**src/rtl/ssd_pkg.sv**
```systemverilog
package ssd_pkg;

   // item payload width
   localparam int DATA_W = 32;

   // default number of distinct values the seen store holds
   localparam int STORE_DEPTH_DEF = 128;

   // commands from the controller to the datapath
   typedef struct packed {
      logic load;    // take a new item and restart the scan
      logic scan;    // issue the next store read and compare
      logic commit;  // record the value if the store has room and present it as a result
   } ssd_cmd_type;

   // status from the datapath to the controller
   typedef struct packed {
      logic done;      // scan finished, nothing left in flight
      logic hit;       // value already in the seen store
      logic out_free;  // result register can take a new item
   } ssd_status_type;

endpackage

```
**src/rtl/ssd_ctrl.sv**
```systemverilog
module ssd_ctrl (
   input  logic                   clock,
   input  logic                   reset,
   input  logic                   req_valid,
   output logic                   req_ready,
   input  ssd_pkg::ssd_status_type status,
   output ssd_pkg::ssd_cmd_type    cmd
);

   typedef enum logic [0:0] {
      ST_IDLE,
      ST_SCAN
   } state_type;

   state_type state_ff, state_in;
   logic      ready_ff, ready_in;

   // next state and commands
   always_comb begin
      state_in   = state_ff;
      ready_in   = ready_ff;
      cmd.load   = 1'b0;
      cmd.scan   = 1'b0;
      cmd.commit = 1'b0;
      unique case (state_ff)
         ST_IDLE: begin
            if (req_valid && ready_ff) begin
               cmd.load = 1'b1;
               state_in = ST_SCAN;
               ready_in = 1'b0;
            end
         end
         ST_SCAN: begin
            cmd.scan = 1'b1;
            if (status.done) begin
               if (status.hit) begin
                  state_in = ST_IDLE;
                  ready_in = 1'b1;
               end else if (status.out_free) begin
                  cmd.commit = 1'b1;
                  state_in   = ST_IDLE;
                  ready_in   = 1'b1;
               end
            end
         end
         default: begin
            state_in = ST_IDLE;
            ready_in = 1'b1;
         end
      endcase
   end

   // state and registered ready
   always_ff @(posedge clock) begin
      if (reset) begin
         state_ff <= ST_IDLE;
         ready_ff <= 1'b1;
      end else begin
         state_ff <= state_in;
         ready_ff <= ready_in;
      end
   end

   assign req_ready = ready_ff;

endmodule

```
**src/rtl/ssd_datapath.sv**
```systemverilog
module ssd_datapath #(
   parameter int STORE_DEPTH = ssd_pkg::STORE_DEPTH_DEF
) (
   input  logic                              clock,
   input  logic                              reset,
   input  logic signed [ssd_pkg::DATA_W-1:0] req_value,
   input  logic                              req_start_of_list,
   output logic                              rsp_valid,
   input  logic                              rsp_ready,
   output logic signed [ssd_pkg::DATA_W-1:0] rsp_unique_value,
   output logic                              rsp_overflow,
   input  ssd_pkg::ssd_cmd_type               cmd,
   output ssd_pkg::ssd_status_type            status
);

   localparam int ADDR_W = (STORE_DEPTH > 1) ? $clog2(STORE_DEPTH) : 1;
   localparam int CNT_W  = $clog2(STORE_DEPTH + 1);
   localparam logic [CNT_W-1:0] DEPTH_CNT = CNT_W'(STORE_DEPTH);

   logic [ssd_pkg::DATA_W-1:0] seen_mem [STORE_DEPTH];

   logic [ssd_pkg::DATA_W-1:0] val_ff;
   logic [CNT_W-1:0]           count_ff, count_in;
   logic [CNT_W-1:0]           scan_ff, scan_in;
   logic [ssd_pkg::DATA_W-1:0] rd_data_ff;
   logic                       rd_valid_ff, rd_valid_in;
   logic                       match_ff, match_in;
   logic                       rsp_valid_ff, rsp_valid_in;
   logic [ssd_pkg::DATA_W-1:0] rsp_value_ff;
   logic                       rsp_ovf_ff;
   logic                       issue;
   logic                       store_full;

   // a read goes out while entries remain and no hit has been seen
   assign issue      = cmd.scan && (scan_ff != count_ff) && !match_ff;
   assign store_full = (count_ff == DEPTH_CNT);

   // scan control and store fill count
   always_comb begin
      count_in    = count_ff;
      scan_in     = scan_ff;
      match_in    = match_ff;
      rd_valid_in = 1'b0;
      if (cmd.load) begin
         if (req_start_of_list) begin
            count_in = '0;
         end
         scan_in  = '0;
         match_in = 1'b0;
      end else begin
         if (rd_valid_ff && (rd_data_ff == val_ff)) begin
            match_in = 1'b1;
         end
         if (issue) begin
            scan_in     = scan_ff + 1'b1;
            rd_valid_in = 1'b1;
         end
         if (cmd.commit && !store_full) begin
            count_in = count_ff + 1'b1;
         end
      end
   end

   // result register handshake
   always_comb begin
      rsp_valid_in = rsp_valid_ff;
      if (rsp_valid_ff && rsp_ready) begin
         rsp_valid_in = 1'b0;
      end
      if (cmd.commit) begin
         rsp_valid_in = 1'b1;
      end
   end

   // control registers
   always_ff @(posedge clock) begin
      if (reset) begin
         count_ff     <= '0;
         scan_ff      <= '0;
         match_ff     <= 1'b0;
         rd_valid_ff  <= 1'b0;
         rsp_valid_ff <= 1'b0;
      end else begin
         count_ff     <= count_in;
         scan_ff      <= scan_in;
         match_ff     <= match_in;
         rd_valid_ff  <= rd_valid_in;
         rsp_valid_ff <= rsp_valid_in;
      end
   end

   // item value and result payload
   always_ff @(posedge clock) begin
      if (cmd.load) begin
         val_ff <= req_value;
      end
      if (cmd.commit) begin
         rsp_value_ff <= val_ff;
         rsp_ovf_ff   <= store_full;
      end
   end

   // seen store: one write port, one registered read port
   always_ff @(posedge clock) begin
      if (cmd.commit && !store_full) begin
         seen_mem[count_ff[ADDR_W-1:0]] <= val_ff;
      end
      if (issue) begin
         rd_data_ff <= seen_mem[scan_ff[ADDR_W-1:0]];
      end
   end

   assign status.done     = !rd_valid_ff && ((scan_ff == count_ff) || match_ff);
   assign status.hit      = match_ff;
   assign status.out_free = !rsp_valid_ff || rsp_ready;

   assign rsp_valid        = rsp_valid_ff;
   assign rsp_unique_value = $signed(rsp_value_ff);
   assign rsp_overflow     = rsp_ovf_ff;

endmodule

```
**src/rtl/stream_stable_deduplicator.sv**
```systemverilog
// result: a new value is loaded, compared in turn with each seen value of the current
//   list through the registered read port, and then committed; a repeat gives no result
// flow: one item at a time; the next item is accepted only after the scan ends, which a
//   repeat ends early at its matching entry, and after a new value has been committed;
//   a result held by rsp_ready stalls that commit and so the next accept
// reset: synchronous; clears the fill count, scan and result valid, store contents untouched
module stream_stable_deduplicator #(
   parameter int STORE_DEPTH = ssd_pkg::STORE_DEPTH_DEF
) (
   input  logic                              clock,
   input  logic                              reset,
   input  logic                              req_valid,
   output logic                              req_ready,
   input  logic signed [ssd_pkg::DATA_W-1:0] req_value,
   input  logic                              req_start_of_list,
   output logic                              rsp_valid,
   input  logic                              rsp_ready,
   output logic signed [ssd_pkg::DATA_W-1:0] rsp_unique_value,
   output logic                              rsp_overflow
);

   ssd_pkg::ssd_cmd_type    cmd;
   ssd_pkg::ssd_status_type status;

   // sequencer
   ssd_ctrl u_ctrl (
      .clock     (clock),
      .reset     (reset),
      .req_valid (req_valid),
      .req_ready (req_ready),
      .status    (status),
      .cmd       (cmd)
   );

   // seen store, compare and result register
   ssd_datapath #(
      .STORE_DEPTH (STORE_DEPTH)
   ) u_datapath (
      .clock             (clock),
      .reset             (reset),
      .req_value         (req_value),
      .req_start_of_list (req_start_of_list),
      .rsp_valid         (rsp_valid),
      .rsp_ready         (rsp_ready),
      .rsp_unique_value  (rsp_unique_value),
      .rsp_overflow      (rsp_overflow),
      .cmd               (cmd),
      .status            (status)
   );

   // only one item in work at a time
   a_one_item: assert property (@(posedge clock) disable iff (reset)
      req_valid && req_ready |=> !req_ready)
      else $error("item accepted while another is in work");

   // a result is only written into a free result register
   a_commit_free: assert property (@(posedge clock) disable iff (reset)
      cmd.commit |-> status.out_free)
      else $error("result register overwritten");

   // a result only after a finished scan without a hit
   a_commit_new: assert property (@(posedge clock) disable iff (reset)
      cmd.commit |-> (status.done && !status.hit))
      else $error("duplicate or unfinished item emitted");

endmodule
```
**config.mk**
```make
export PLATFORM = sky130hd
export DESIGN_NAME = stream_stable_deduplicator
export DESIGN_NICKNAME = d
export VERILOG_FILES = /design/src/rtl/ssd_pkg.sv /design/src/rtl/ssd_ctrl.sv /design/src/rtl/ssd_datapath.sv /design/src/rtl/stream_stable_deduplicator.sv
export SDC_FILE = /design/constraint.sdc
export NUM_CORES = 2
export LEC_CHECK = 0
export BUFFER_PORTS_ARGS = -buffer_cell sky130_fd_sc_hd__buf_2
export CAP_MARGIN = 20
export CORE_MARGIN = 2
export CORE_UTILIZATION = 50
export DETAILED_ROUTE_END_ITERATION = 8
export PLACE_DENSITY = 0.73
export SLEW_MARGIN = 20
export SYNTH_ARGS = -nofsm -noshare
export SYNTH_HDL_FRONTEND = slang
export SYNTH_HIERARCHICAL = 1
export SYNTH_SLANG_ARGS = --single-unit
```
**constraint.sdc**
```tcl
create_clock -name clock -period 10.4 [get_ports clock]
set_input_delay 0 -clock clock [delete_from_list [all_inputs] [get_ports clock]]
set_output_delay 0 -clock clock [all_outputs]
set_load 0.02 [all_outputs]
```
==> metrics.md <==
| Metric | Value |
|---|---|
| Initial antenna violation count | `36` |
| GR Util met3 | `about 7.5%` |
| Top_reg_cell synth | `edfxtp_1` |
| Yosys synthesis warning count | `6` |
| Hold Path Stages | `4` |
| Startpoint types | `flop` |
| Most frequent CP cell | `buf_4` |
| GR Util met1 | `37.0%` |
| Fin util | `between 50% and 60%` |
| Placer congestion estimate | `0.948` |
| Max-slew violations | `0` |
| Flop2flop setup slack | `between 3 and 4 ns` |
| Post-CTS Setup Repair Bufs | `0` |
| Max-cap viol count | `0` |
| Area grow syn2layout | `13.9%` |
| Die Area | `roughly 330000 um^2` |
| GR peak layer | `met2` |
| CP required | `roughly 11 ns` |
| Clock sink count | `~4200` |
| Worst slew pin tran | `1.27 ns` |
| Reg-to-reg startpoint | `u_datapath/scan_ff[2]` |
| Congestion Overflow GR | `0` |
| CP max stage cell | `nor2_4` |
| Mapped Area | `roughly 160000 um^2` |
| Critical Path AT | `7.06 ns` |
| Commonest non-fill, non-tap cell in the layout | `edfxtp_1` |
| DR iter-0 viols | `between 10000 and 15000` |
| Setup TNS | `0 ns` |
| I/O pin count | `72` |
| Compound-Gate Fraction of Synth Area | `approximately 3.2%` |
| H-Tree Depth | `5` |
| Max clock buf depth | `4` |
| Vias in the first global route | `80000` |
| HPWL after detailed placement | `~270000 um` |
| Worst hold path class | `in -> reg` |
| Worst hold path startpoint | `req_start_of_list` |
| Rows | `~210` |
| Lkg Pwr | `approximately 56 nW` |
| WL final | `about 460000 um` |
| Crit path max fanout | `40` |
| Peak supply drop | `between 0.00015 and 0.0002 V` |
| Latest clock arrival within the worst-skew pair | `around 0.99 ns` |
| CTS tree | `built` |
| Worst-path clk slew | `~0.060 ns` |
| Met2 Use GR | `a little over two fifths` |
| Reg2Reg Capture Point | `u_datapath/seen_mem[27][25]` |
| Tot GR Track Use | `27.5%` |
| Syn_area_per_cell | `21.8 um^2` |
| Syn nets | `around 7400` |
| Run status | `finished, violations left` |
| Routed length per instance | `about 36 um` |
| Main combinational cell family by area after synthesis | `multiplexers` |
| Clock skew | `0.0652 ns` |
| Critical path class | `reg -> reg` |
| Drt first pass iters | `9` |
| Nets@finish | `between 7000 and 8000` |
| Register area share after synthesis | `just under 80%` |
| Failing checks | `design-rule violations` |
| DRT antenna net count | `0` |
| Core ar. | `between 300000 and 400000 um^2` |
| Crit end category | `flop` |
| Synth Area in Simple Gates | `1.71%` |
| Port Buffer Count | `a little over 70` |
| Multiplexer share of the synthesized area | `about 15%` |
| Num CTS Buffers | `~410` |
| Worst reg-to-reg path cell count | `11` |
| First-pass GRT wire length | `629000 um` |
| FMAX | `around 150 MHz` |
| Die Wd | `about 570 um` |
| Initial Utilization | `between 50% and 60%` |
| Final Setup Violations | `0` |
| Endpoints failing hold | `0` |
| Largest net degree at the start of global routing | `about 130` |
| Drt via density | `6.68` |
| Adder-cell share of the synthesized area | `less than 1%` |
| Most frequent cells in the layout | `edfxtp_1 (4193), mux4_2 (825), mux2i_1 (518), clkbuf_16 (414), buf_4 (229)` |
| Headroom to the max-slew limit | `14.6%` |
| Die height | `between 500 and 600 um` |
| Layout cells sized above 1 | `25.2%` |
| Post-synth EDFFs | `4193` |
| Critical-path cell list | `xor2_1 -> nor4_1 -> a21oi_1 -> nor2_1 -> and4b_2 -> buf_4 -> inv_1 -> nor3_1 -> nand3_2 -> buf_4 -> nor2_4` |
| Synth async-reset ratio | `0%` |
| Crit-path max cell delay | `0.98 ns` |
| RSZ-0062 raised after global routing | `no` |
| Synth Area in XOR/XNOR | `less than 1%` |
| Fin crit share | `62.6%` |
| Min Clock Period, post-route | `6.51 ns` |
| Post-synthesis cell count | `roughly 7400` |
| Count of cell types in the netlist | `76` |
| Vias | `~83000` |
| Clk root buf | `clkbuf_16` |
| Hold EP | `u_datapath/count_ff[3]` |
| DRC viols | `2` |
| Number of synthesized register bits | `roughly 4200` |
| PD cells | `between 150 and 200 nW/um^2` |
==> routing by layer <==
metal  vias to the layer above  wire, um  part of all wire (%)
met5                         -       207                 0.045
met4                        20     26700                   5.9
met3                      1030     62800                    14
met2                      6779    209000                    46
met1                     43400    157000                    34
li1                      32200         -                     -
==> logic make-up (layout without fill, tap and decap cells) <==
| logic type | count (synthesis) | in the layout |
|---|---|---|
| buffers and inverters | 437 | 1225 |
| adder cells (fa/ha/maj) | 3 | 3 |
| AND/OR/NAND/NOR | 602 | 602 |
| flip-flops | 4214 | 4214 |
| AO/OA/AOI/OAI | 713 | 713 |
| multiplexers | 1389 | 1389 |
| XOR/XNOR | 41 | 41 |
| other | 0 | 10 |
==> what timing repair did <==
| action | CTS | global route |
|---|---|---|
| hold endpoints to repair | 85 | 0 |
| hold buffers | 73 | 0 |
| gates resized for setup | 0 | 0 |
| setup endpoints to repair | 0 | 0 |
==> registers in the layout, summed over array words and instances (netlist names) <==
register,cells
u_datapath/seen_mem,4096
u_datapath/rd_data_ff,32
u_datapath/rsp_unique_value,32
u_datapath/val_ff,32
u_datapath/count_ff,8
u_datapath/scan_ff,8
u_ctrl/req_ready,1
u_ctrl/state_ff,1
u_datapath/match_ff,1
u_datapath/rd_valid_ff,1
u_datapath/rsp_overflow,1
u_datapath/rsp_valid,1
==> power breakdown <==
group / internal [mW] / leakage [nW] / switching [mW]
clock network: 8.42 / 6.55 / 6.41
logic: 0.231 / 11.8 / 0.964
registers: 18.9 / 37.9 / 0.0338
==> worst max-delay path, delay by kind of cell (launching register included) <==
kind / cells / cell delay [ns]
AO/OA/AOI/OAI: 1 / 0.18
buffers and inverters: 3 / 1.33
XOR/XNOR: 1 / 0.15
AND/OR/NAND/NOR: 6 / 3.57
flip-flops: 1 / 0.80
==> final cells by class <==
class / instances / area, um^2
Sequential cell: 4214 / 126000
Antenna cell: 10 / 25.0
Multi-Input combinational cell: 2748 / 33900
Timing Repair Buffer: 461 / 4800
Fill cell: 22400 / 137000
Inverter: 11 / 56.3
Clock inverter: 259 / 2710
Clock buffer: 494 / 10700
Tap cell: 4305 / 5390
==> stage by stage <==
step	setup WS, ns	cells	cell area [um^2]	power, mW	hold slack, ns
2_1_floorplan	5.60	7399	162000	19.8	0.0791
3_3_place_gp	4.02	11600	168000	20.4	0.177
3_5_place_dp	4.10	11600	169000	20.5	0.178
4_1_cts	4.03	12500	183000	35.0	0.0975
5_1_grt	3.76	12500	184000	35.7	0.155
6_report	3.89	12500	184000	35.0	0.126
==> cells in the mapped netlist, types with 17 or more instances <==
master / count / area share (%)
nor2b_1: 54 / 0.21
buf_2: 160 / 0.50
mux4_2: 825 / 12
clkbuf_1: 116 / 0.27
mux2_2: 46 / 0.32
nor3_1: 24 / 0.074
buf_4: 82 / 0.38
edfxtp_1: 4193 / 78
nand2_1: 183 / 0.43
xor2_1: 39 / 0.21
a221oi_1: 55 / 0.30
a2111oi_0: 31 / 0.17
nor4_1: 31 / 0.12
o21ai_0: 54 / 0.17
a211o_1: 30 / 0.16
buf_6: 51 / 0.36
a22o_1: 40 / 0.22
o22ai_1: 101 / 0.39
mux2i_1: 518 / 3.2
nor2_1: 208 / 0.48
dfxtp_1: 21 / 0.26
a22oi_1: 88 / 0.41
a21oi_1: 93 / 0.29
a211oi_1: 81 / 0.38
o221ai_1: 45 / 0.24
a32oi_1: 17 / 0.092
nand3_1: 43 / 0.13
==> worst max-delay path by stage <==
stage | startpoint | to | slack (ns)
2_1_floorplan | u_datapath/scan_ff[0] | u_datapath/seen_mem[107][0] | 5.60
3_3_place_gp | u_datapath/scan_ff[6] | u_datapath/seen_mem[107][6] | 4.02
3_5_place_dp | u_datapath/scan_ff[6] | u_datapath/seen_mem[65][21] | 4.10
4_1_cts | u_datapath/scan_ff[6] | u_datapath/seen_mem[58][30] | 4.03
5_1_grt | u_datapath/scan_ff[2] | u_datapath/seen_mem[27][29] | 3.76
6_report | u_datapath/scan_ff[2] | u_datapath/seen_mem[27][25] | 3.89
Power figures use the tool's default switching activity.
